--- config.mk ---
export PLATFORM = sky130hd
export DESIGN_NAME = ray_voxel_walker_3d
export DESIGN_NICKNAME = d
export VERILOG_FILES = /design/src/hdl/rvw_pkg.sv /design/src/hdl/ray_voxel_walker_3d.sv /design/src/hdl/rvw_front.sv /design/src/hdl/rvw_queue.sv /design/src/hdl/rvw_back.sv
export SDC_FILE = /design/constraint.sdc
export NUM_CORES = 2
export LEC_CHECK = 0
export BUFFER_PORTS_ARGS = -buffer_cell sky130_fd_sc_hd__clkbuf_2
export CAP_MARGIN = 5
export CORE_MARGIN = 2
export CORE_UTILIZATION = 35
export CTS_CLUSTER_DIAMETER = 120
export DETAILED_ROUTE_END_ITERATION = 7
export HOLD_SLACK_MARGIN = 0.12
export PLACE_DENSITY = 0.5
export SETUP_SLACK_MARGIN = 0.4
export SKIP_LAST_GASP = 1
export SLEW_MARGIN = 40
export SYNTH_ARGS = -nofsm -noshare
export SYNTH_HDL_FRONTEND = slang
export SYNTH_SLANG_ARGS = --single-unit
--- constraint.sdc ---
create_clock -name aclk -period 12.6 [get_ports aclk]
set_input_delay 0.63 -clock aclk [delete_from_list [all_inputs] [get_ports aclk]]
set_output_delay 0.63 -clock aclk [all_outputs]
set_load 0.02 [all_outputs]
--- src/hdl/rvw_pkg.sv ---
// ----------------------------------------------------------------------------
// rvw_pkg
// Types, widths and helpers shared by the ray voxel walker modules.
// ----------------------------------------------------------------------------
`timescale 1ns / 1ps
`default_nettype none

package rvw_pkg;

    localparam int COORD_W = 16;
    localparam int VSIZE_W = 11;
    localparam int ERR_W   = COORD_W + 2;

    typedef logic [COORD_W-1:0] coord_t;

    typedef struct packed {
        coord_t sx;
        coord_t sy;
        coord_t sz;
        coord_t ex;
        coord_t dx_half;
        coord_t dy;
        coord_t dz;
        coord_t dx_m_dy;
        coord_t dx_m_dz;
        coord_t ox;
        coord_t oy;
        coord_t oz;
        logic   dir_x;
        logic   dir_y;
        logic   dir_z;
        logic   swap_xy;
        logic   swap_xz;
    } rvw_job_t;

    function automatic coord_t abs_diff(input coord_t a, input coord_t b);
        return (a > b) ? coord_t'(a - b) : coord_t'(b - a);
    endfunction

endpackage

`default_nettype wire

--- src/hdl/ray_voxel_walker_3d.sv ---
// ----------------------------------------------------------------------------
// ray_voxel_walker_3d
// 3D Bresenham ray walker: emits the voxels a ray passes as free, then the
// end point as occupied.
//
//   Channel   Dir  Handshake           Contents
//   cfg       in   cfg_wr_en           voxel_size
//   s_        in   s_tvalid/s_tready   start_x/y/z, end_x/y/z
//   m_        out  m_tvalid/m_tready   voxel_x/y/z, occupied (tuser), last (tlast)
//
// A ray with k free voxels occupies the walker from loading its job until
// the occupied end point is emitted; k is at most 2^GRID_DEPTH-1, set by
// the single-step walk loop, and no new job is taken in the meantime.
// Axis selection is registered (front stages a, b) ahead of a two-job queue.
// Reset is synchronous; voxel_size returns to 1 and the job queue empties.
// Either side may stall at any time; the queue decouples the two halves.
// ----------------------------------------------------------------------------
`timescale 1ns / 1ps
`default_nettype none

module ray_voxel_walker_3d import rvw_pkg::*; #(
    parameter int GRID_DEPTH = 6
) (
    input  wire logic               aclk,
    input  wire logic               aresetn,
    input  wire logic               cfg_wr_en,
    input  wire logic [VSIZE_W-1:0] cfg_wr_data,   // voxel_size
    input  wire logic               s_tvalid,
    output logic                    s_tready,
    // start_x, start_y, start_z, end_x, end_y, end_z
    input  wire logic [6*COORD_W-1:0] s_tdata,
    output logic                    m_tvalid,
    input  wire logic               m_tready,
    output logic [3*COORD_W-1:0]    m_tdata,       // voxel_x, voxel_y, voxel_z
    output logic                    m_tuser,       // occupied
    output logic                    m_tlast
);

    logic [VSIZE_W-1:0] voxel_size_reg;

    logic     f_valid, f_ready, q_valid, q_ready;
    rvw_job_t f_job, q_job;
    coord_t   vx, vy, vz;

    always_ff @(posedge aclk) begin
        if (!aresetn) begin
            voxel_size_reg <= VSIZE_W'(1);
        end else if (cfg_wr_en) begin
            voxel_size_reg <= cfg_wr_data;
        end
    end

    rvw_front u_front (
        .aclk      (aclk),
        .aresetn   (aresetn),
        .in_valid  (s_tvalid),
        .in_ready  (s_tready),
        .start_x   (s_tdata[COORD_W-1:0]),
        .start_y   (s_tdata[2*COORD_W-1:COORD_W]),
        .start_z   (s_tdata[3*COORD_W-1:2*COORD_W]),
        .end_x     (s_tdata[4*COORD_W-1:3*COORD_W]),
        .end_y     (s_tdata[5*COORD_W-1:4*COORD_W]),
        .end_z     (s_tdata[6*COORD_W-1:5*COORD_W]),
        .job_valid (f_valid),
        .job_ready (f_ready),
        .job       (f_job)
    );

    rvw_queue u_queue (
        .aclk       (aclk),
        .aresetn    (aresetn),
        .push_valid (f_valid),
        .push_ready (f_ready),
        .push_job   (f_job),
        .pop_valid  (q_valid),
        .pop_ready  (q_ready),
        .pop_job    (q_job)
    );

    rvw_back #(
        .GRID_DEPTH (GRID_DEPTH)
    ) u_back (
        .aclk       (aclk),
        .aresetn    (aresetn),
        .voxel_size (voxel_size_reg),
        .job_valid  (q_valid),
        .job_ready  (q_ready),
        .job        (q_job),
        .out_valid  (m_tvalid),
        .out_ready  (m_tready),
        .voxel_x    (vx),
        .voxel_y    (vy),
        .voxel_z    (vz),
        .occupied   (m_tuser),
        .last       (m_tlast)
    );

    assign m_tdata = {vz, vy, vx};

endmodule

`default_nettype wire

--- src/hdl/rvw_front.sv ---
// ----------------------------------------------------------------------------
// rvw_front
// Accepts rays, picks the driving axis in two registered stages and emits a
// walk job with deltas, directions and error increments.
// ----------------------------------------------------------------------------
`timescale 1ns / 1ps
`default_nettype none

module rvw_front import rvw_pkg::*; (
    input  wire logic     aclk,
    input  wire logic     aresetn,
    input  wire logic     in_valid,
    output logic          in_ready,
    input  wire coord_t   start_x,
    input  wire coord_t   start_y,
    input  wire coord_t   start_z,
    input  wire coord_t   end_x,
    input  wire coord_t   end_y,
    input  wire coord_t   end_z,
    output logic          job_valid,
    input  wire logic     job_ready,
    output rvw_job_t      job
);

    logic   a_valid_reg;
    coord_t a_sx_reg, a_sy_reg, a_sz_reg, a_ex_reg, a_ey_reg, a_ez_reg;

    logic   b_valid_reg;
    logic   b_swap_xy_reg;
    coord_t b_sx_reg, b_sy_reg, b_sz_reg, b_ex_reg, b_ey_reg, b_ez_reg;
    coord_t b_ox_reg, b_oy_reg, b_oz_reg;

    logic   a_ready, b_ready;
    coord_t a_dx, a_dy;
    logic   a_swap_xy;

    coord_t b_dx1, b_dz1, f_sx, f_sz, f_ex, f_ez, f_dx, f_dy, f_dz;
    logic   b_swap_xz;

    assign b_ready  = !b_valid_reg || job_ready;
    assign a_ready  = !a_valid_reg || b_ready;
    assign in_ready = a_ready;

    assign a_dx      = abs_diff(a_ex_reg, a_sx_reg);
    assign a_dy      = abs_diff(a_ey_reg, a_sy_reg);
    assign a_swap_xy = a_dy > a_dx;

    always_ff @(posedge aclk) begin
        if (!aresetn) begin
            a_valid_reg <= 1'b0;
            b_valid_reg <= 1'b0;
        end else begin
            if (a_ready) begin
                a_valid_reg <= in_valid;
            end
            if (b_ready) begin
                b_valid_reg <= a_valid_reg;
            end
        end
    end

    always_ff @(posedge aclk) begin
        if (a_ready && in_valid) begin
            a_sx_reg <= start_x;
            a_sy_reg <= start_y;
            a_sz_reg <= start_z;
            a_ex_reg <= end_x;
            a_ey_reg <= end_y;
            a_ez_reg <= end_z;
        end
        if (b_ready && a_valid_reg) begin
            b_swap_xy_reg <= a_swap_xy;
            b_sx_reg      <= a_swap_xy ? a_sy_reg : a_sx_reg;
            b_sy_reg      <= a_swap_xy ? a_sx_reg : a_sy_reg;
            b_ex_reg      <= a_swap_xy ? a_ey_reg : a_ex_reg;
            b_ey_reg      <= a_swap_xy ? a_ex_reg : a_ey_reg;
            b_sz_reg      <= a_sz_reg;
            b_ez_reg      <= a_ez_reg;
            b_ox_reg      <= a_ex_reg;
            b_oy_reg      <= a_ey_reg;
            b_oz_reg      <= a_ez_reg;
        end
    end

    assign b_dx1     = abs_diff(b_ex_reg, b_sx_reg);
    assign b_dz1     = abs_diff(b_ez_reg, b_sz_reg);
    assign b_swap_xz = b_dz1 > b_dx1;
    assign f_sx      = b_swap_xz ? b_sz_reg : b_sx_reg;
    assign f_sz      = b_swap_xz ? b_sx_reg : b_sz_reg;
    assign f_ex      = b_swap_xz ? b_ez_reg : b_ex_reg;
    assign f_ez      = b_swap_xz ? b_ex_reg : b_ez_reg;
    assign f_dx      = b_swap_xz ? b_dz1 : b_dx1;
    assign f_dz      = b_swap_xz ? b_dx1 : b_dz1;
    assign f_dy      = abs_diff(b_ey_reg, b_sy_reg);

    always_comb begin
        job.sx      = f_sx;
        job.sy      = b_sy_reg;
        job.sz      = f_sz;
        job.ex      = f_ex;
        job.dx_half = f_dx >> 1;
        job.dy      = f_dy;
        job.dz      = f_dz;
        job.dx_m_dy = f_dx - f_dy;
        job.dx_m_dz = f_dx - f_dz;
        job.ox      = b_ox_reg;
        job.oy      = b_oy_reg;
        job.oz      = b_oz_reg;
        job.dir_x   = f_sx < f_ex;
        job.dir_y   = b_sy_reg < b_ey_reg;
        job.dir_z   = f_sz < f_ez;
        job.swap_xy = b_swap_xy_reg;
        job.swap_xz = b_swap_xz;
    end

    assign job_valid = b_valid_reg;

endmodule

`default_nettype wire

--- src/hdl/rvw_queue.sv ---
// ----------------------------------------------------------------------------
// rvw_queue
// Two-entry job queue between the ray front end and the walker.
// ----------------------------------------------------------------------------
`timescale 1ns / 1ps
`default_nettype none

module rvw_queue import rvw_pkg::*; (
    input  wire logic     aclk,
    input  wire logic     aresetn,
    input  wire logic     push_valid,
    output logic          push_ready,
    input  wire rvw_job_t push_job,
    output logic          pop_valid,
    input  wire logic     pop_ready,
    output rvw_job_t      pop_job
);

    localparam int DEPTH = 2;
    localparam int PTR_W = $clog2(DEPTH);
    localparam int CNT_W = $clog2(DEPTH + 1);

    rvw_job_t             slot_reg [DEPTH];
    logic [PTR_W-1:0]     wr_ptr_reg, rd_ptr_reg;
    logic [CNT_W-1:0]     count_reg, count_next;
    logic                 do_push, do_pop;

    assign push_ready = count_reg != CNT_W'(DEPTH);
    assign pop_valid  = count_reg != '0;
    assign do_push    = push_valid && push_ready;
    assign do_pop     = pop_valid && pop_ready;
    assign pop_job    = slot_reg[rd_ptr_reg];

    always_comb begin
        count_next = count_reg;
        if (do_push && !do_pop) begin
            count_next = count_reg + 1'b1;
        end else if (do_pop && !do_push) begin
            count_next = count_reg - 1'b1;
        end
    end

    always_ff @(posedge aclk) begin
        if (!aresetn) begin
            wr_ptr_reg <= '0;
            rd_ptr_reg <= '0;
            count_reg  <= '0;
        end else begin
            count_reg <= count_next;
            if (do_push) begin
                wr_ptr_reg <= wr_ptr_reg + 1'b1;
            end
            if (do_pop) begin
                rd_ptr_reg <= rd_ptr_reg + 1'b1;
            end
        end
    end

    always_ff @(posedge aclk) begin
        if (do_push) begin
            slot_reg[wr_ptr_reg] <= push_job;
        end
    end

endmodule

`default_nettype wire

--- src/hdl/rvw_back.sv ---
// ----------------------------------------------------------------------------
// rvw_back
// Walks one job with Bresenham stepping, one voxel per cycle unless stalled,
// into a registered output stage; ends each ray with the occupied end voxel.
// ----------------------------------------------------------------------------
`timescale 1ns / 1ps
`default_nettype none

module rvw_back import rvw_pkg::*; #(
    parameter int GRID_DEPTH = 6
) (
    input  wire logic               aclk,
    input  wire logic               aresetn,
    input  wire logic [VSIZE_W-1:0] voxel_size,
    input  wire logic               job_valid,
    output logic                    job_ready,
    input  wire rvw_job_t           job,
    output logic                    out_valid,
    input  wire logic               out_ready,
    output coord_t                  voxel_x,
    output coord_t                  voxel_y,
    output coord_t                  voxel_z,
    output logic                    occupied,
    output logic                    last
);

    logic                         active_reg;
    logic                         out_valid_reg;
    rvw_job_t                     job_reg;
    coord_t                       x_reg, y_reg, z_reg;
    logic signed [ERR_W-1:0]      err_xy_reg, err_xz_reg;
    logic [GRID_DEPTH-1:0]        n_reg;
    coord_t                       out_x_reg, out_y_reg, out_z_reg;
    logic                         out_occ_reg, out_last_reg;

    logic                         load, emit, out_free, step_ok;
    coord_t                       vs, x_next, y_next, z_next;
    coord_t                       px0, pz0, px, py, pz;
    logic signed [ERR_W-1:0]      err_xy_sub, err_xz_sub, err_xy_next, err_xz_next;

    assign vs        = COORD_W'(voxel_size);
    assign out_free  = !out_valid_reg || out_ready;
    assign job_ready = !active_reg;
    assign load      = job_valid && !active_reg;
    assign emit      = active_reg && out_free;
    assign step_ok   = !(&n_reg) && (abs_diff(x_reg, job_reg.ex) > vs);

    assign err_xy_sub  = err_xy_reg - $signed({2'b00, job_reg.dy});
    assign err_xz_sub  = err_xz_reg - $signed({2'b00, job_reg.dz});
    assign err_xy_next = err_xy_sub[ERR_W-1] ? (err_xy_reg + $signed({2'b00, job_reg.dx_m_dy}))
                                             : err_xy_sub;
    assign err_xz_next = err_xz_sub[ERR_W-1] ? (err_xz_reg + $signed({2'b00, job_reg.dx_m_dz}))
                                             : err_xz_sub;

    assign x_next = job_reg.dir_x ? coord_t'(x_reg + vs) : coord_t'(x_reg - vs);
    assign y_next = !err_xy_sub[ERR_W-1] ? y_reg :
                    job_reg.dir_y ? coord_t'(y_reg + vs) : coord_t'(y_reg - vs);
    assign z_next = !err_xz_sub[ERR_W-1] ? z_reg :
                    job_reg.dir_z ? coord_t'(z_reg + vs) : coord_t'(z_reg - vs);

    // undo the axis swaps, last swap first
    assign px0 = job_reg.swap_xz ? z_reg : x_reg;
    assign pz0 = job_reg.swap_xz ? x_reg : z_reg;
    assign px  = job_reg.swap_xy ? y_reg : px0;
    assign py  = job_reg.swap_xy ? px0 : y_reg;
    assign pz  = pz0;

    always_ff @(posedge aclk) begin
        if (!aresetn) begin
            active_reg    <= 1'b0;
            out_valid_reg <= 1'b0;
        end else begin
            if (load) begin
                active_reg <= 1'b1;
            end else if (emit && !step_ok) begin
                active_reg <= 1'b0;
            end
            if (emit) begin
                out_valid_reg <= 1'b1;
            end else if (out_ready) begin
                out_valid_reg <= 1'b0;
            end
        end
    end

    always_ff @(posedge aclk) begin
        if (load) begin
            job_reg    <= job;
            x_reg      <= job.sx;
            y_reg      <= job.sy;
            z_reg      <= job.sz;
            err_xy_reg <= $signed({2'b00, job.dx_half});
            err_xz_reg <= $signed({2'b00, job.dx_half});
            n_reg      <= '0;
        end else if (emit) begin
            if (step_ok) begin
                out_x_reg    <= px;
                out_y_reg    <= py;
                out_z_reg    <= pz;
                out_occ_reg  <= 1'b0;
                out_last_reg <= 1'b0;
                x_reg        <= x_next;
                y_reg        <= y_next;
                z_reg        <= z_next;
                err_xy_reg   <= err_xy_next;
                err_xz_reg   <= err_xz_next;
                n_reg        <= n_reg + 1'b1;
            end else begin
                out_x_reg    <= job_reg.ox;
                out_y_reg    <= job_reg.oy;
                out_z_reg    <= job_reg.oz;
                out_occ_reg  <= 1'b1;
                out_last_reg <= 1'b1;
            end
        end
    end

    assign out_valid = out_valid_reg;
    assign voxel_x   = out_x_reg;
    assign voxel_y   = out_y_reg;
    assign voxel_z   = out_z_reg;
    assign occupied  = out_occ_reg;
    assign last      = out_last_reg;

endmodule

`default_nettype wire

==> reports/results.tsv <==
stage	metric	value	unit
logic_synthesis	avgSynthCellArea	11.59	sq um
logic_synthesis	synthMuxAreaShare	6.847	%
cells_and_area	fin_nets	5131	
timing	fmax	98.80	MHz
logic_synthesis	synth-edff-count	879	
logic_synthesis	synth_compound_area_share	13.43	%
outcome	status	complete, no violations	
job	drv_cap	0	
floorplanning	fp-row-count	139	
grt	grt_max_degree	130	
clocking	numCtsBuffers	103	
logic_synthesis	synthArstFlopShare	0	%
timing	layout_min_cycle_time	10120	ps
worst_setup_path	arrival	10580	ps
clocking	cts_root_buf	clkbuf_16	
route	viasPerCell	5.044	
floorplanning	start_util	35.22	%
cells_and_area	largest_register_ffs	392	
route	totalWireLength	144000	um
timing	worst_pin_slew	892.1	ps
logic_synthesis	synth_top_area_cell	edfxtp_1	
logic_synthesis	yosysTopAreaCellShare	52.29	%
logic_synthesis	yosys.area_share.adder	10.39	%
clocking	clkLatencyLatePin	740	ps
timing	maxSlewViolCount	0	
worst_setup_path	startpoint_type	flop	
grt	grt-ovfl-total	0	
logic_synthesis	ys_types	97	
grt	track_usage	19.36	%
worst_setup_path	critical_path_class	flop to flop	
grt	grt_pass1_wl	211000	um
timing	setup_viol	0	
logic_synthesis	synthXorXnorAreaFrac	4.003	%
worst_setup_path	crit_required	13050	ps
floorplanning	dieArea	147300	sq um
logic_synthesis	netlist_area	50470	sq um
cells_and_area	final_area	57950	sq um
logic_synthesis	yosysWarningCount	0	
min_path	hp-class	input pin to flop	
clocking	cts.path.max_buffers	3	
cells_and_area	area_delta_synth_final	14.81	%
worst_setup_path	critPathMaxStageDelay	670	ps
logic_synthesis	synth_top_family_by_area	compound AO/OA/AOI/OAI gates	
clocking	clkSlewWorstSetupHoldPaths	60	ps
logic_synthesis	synth.most_common_cell	edfxtp_1	
clocking	htree_num_levels	3	
logic_synthesis	syn_inst	4355	
grt	grt_pass1_vias	32480	
logic_synthesis	synth.area.top_cells	edfxtp_1, ha_1, mux2_2, o21ai_0, a21oi_1	
place	placed_area	53570	sq um
logic_synthesis	synth_ff_type	edfxtp_1	
route	firstDrtPassIters	5	
clocking	clock_sinks	909	
worst_setup_path	critical-path-top-delay-family	compound AO/OA/AOI/OAI gates	
grt	antenna_found_initial	13	
logic_synthesis	yosysSeqAreaShare	53.48	%
route	avgRoutedWirePerCell	21.82	um
cells_and_area	drive_above_1_share	12.73	%
timing	finalHoldViolations	0	
route	via_count	33300	
logic_synthesis	synth-simple-area-share	7.600	%
floorplanning	design.core.area	143300	sq um
route	drcViolationCount	0	
place	post-place-ws	2673	ps
timing	worst_slack	2479	ps
floorplanning	ioPinCount	164	
route	dr.first_iter.drc_count	2407	
place	io_buffers	163	
place	place.gp.congestion	0.8956	
clocking	cts_tree	built	
logic_synthesis	syn_nets	4871	
timing	skew	81.48	ps
worst_setup_path	crit_slowest_cell	o311ai_0	
worst_setup_path	end_kind	flop	
logic_synthesis	yosys_register_bits	909	
worst_setup_path	path_buf_inv	2	
floorplanning	die_h	383.8	um
worst_setup_path	worstPathMaxFanout	100	
timing	tns	0	ps
floorplanning	die_x	383.8	um
cells_and_area	fin_util	40.44	%
logic_synthesis	synth.cells.most_frequent	edfxtp_1, inv_1, ha_1	
timing	grt_setup_unrepaired	no	
route	ant_nets	0	
place	dpl.hpwl	108600	um
timing	period_share	80.33	%
clocking	cts_resized	0	
timing	maxSlewHeadroom	40.12	%
cells_and_area	fillerInstances	13840	
-- cell type report --
type | count | area, sq um | share of cell area, %
multi-input combinational | 2889 | 21500 | 37.09
timing repair buffer | 310 | 2261 | 3.902
antenna | 3 | 7.507 | 0.01295
tap | 1903 | 2381 | 4.109
clock buffer | 125 | 2660 | 4.590
clock inverter | 61 | 623.1 | 1.075
sequential | 909 | 27000 | 46.59
inverter | 402 | 1521 | 2.626
-- layer usage --
layer  vias to the layer above  routed length, um  GRT usage [%]
met3                       204               7128          3.607
li1                      16320                  -              -
met5                         -                  0              0
met2                       703              65810          30.93
met4                         0               4681          6.137
met1                     16070              66410          26.51
-- layout by cell type, fill, tap and decap left out, types with 15 or more instances in the layout --
cell type and instances:
clkbuf_16 103, ha_1 384, a211oi_1 28, a21o_1 128, nand2b_1 37, o211ai_1 26
clkbuf_2 163, clkinv_1 31, edfxtp_1 879, nor2b_1 58, a21oi_1 334, dlygate4sd3_1 98
a21boi_0 31, nor2_1 233, xnor2_1 163, o21ai_0 320, clkbuf_1 22, o21bai_1 60
clkinv_2 15, inv_1 391, nand3b_1 17, buf_4 39, fa_1 20, and2_1 17
dfxtp_1 29, nor3_1 19, xor2_1 57, mux2i_1 152, nand3_1 25, nand2_1 318
o21ai_1 25, nand4_1 29, and3_1 26, a31oi_1 21, mux2_2 163
-- through the flow --
stage	std cells	hold WS (ps)
after floorplan	4355	400.3
after global placement	6311	423.1
after detailed placement	6312	428.8
after CTS	6596	123.9
after global routing	6599	134.0
final	6602	179.1
-- worst reg2reg max path, delay by kind of cell (launching register included) --
kind	cells	cell delay, ps
AO/OA/AOI/OAI	18	4780
AND/OR/NAND/NOR	8	2210
adder cells (fa/ha/maj)	3	1260
buffers and inverters	2	740
XOR/XNOR	2	440
flip-flops	1	430
-- cell families (layout without fill, tap and decap cells) --
family / count (synthesis) / after routing
flip-flops: 909 / 909
AND/OR/NAND/NOR: 832 / 832
XOR/XNOR: 226 / 226
adder cells (fa/ha/maj): 408 / 408
multiplexers: 321 / 321
buffers and inverters: 557 / 898
AO/OA/AOI/OAI: 1102 / 1102
other: 0 / 3
-- repair_timing --
action / in CTS / in global routing
buffers inserted: 0 / 0
endpoints found under the hold margin: 98 / 0
hold buffers: 98 / 0
-- path summary, 6_finish.rpt --
check                                          start                      end  slack [ps]  depth (start not counted)
worst min register to register  u_front.a_ez_reg[10]     u_front.b_ez_reg[10]         430                          0
worst min-delay path                     s_tdata[29]     u_front.a_sy_reg[13]         180                          1
worst max-delay path             u_front.b_ez_reg[7]  u_queue.slot_reg[0][84]        2480                         33
worst max register to register   u_front.b_ez_reg[7]  u_queue.slot_reg[0][84]        2480                         33
Power is left out: the tool's default activity adds up to more than one toggle a clock period on the data nets, which glitch-free logic cannot reach.
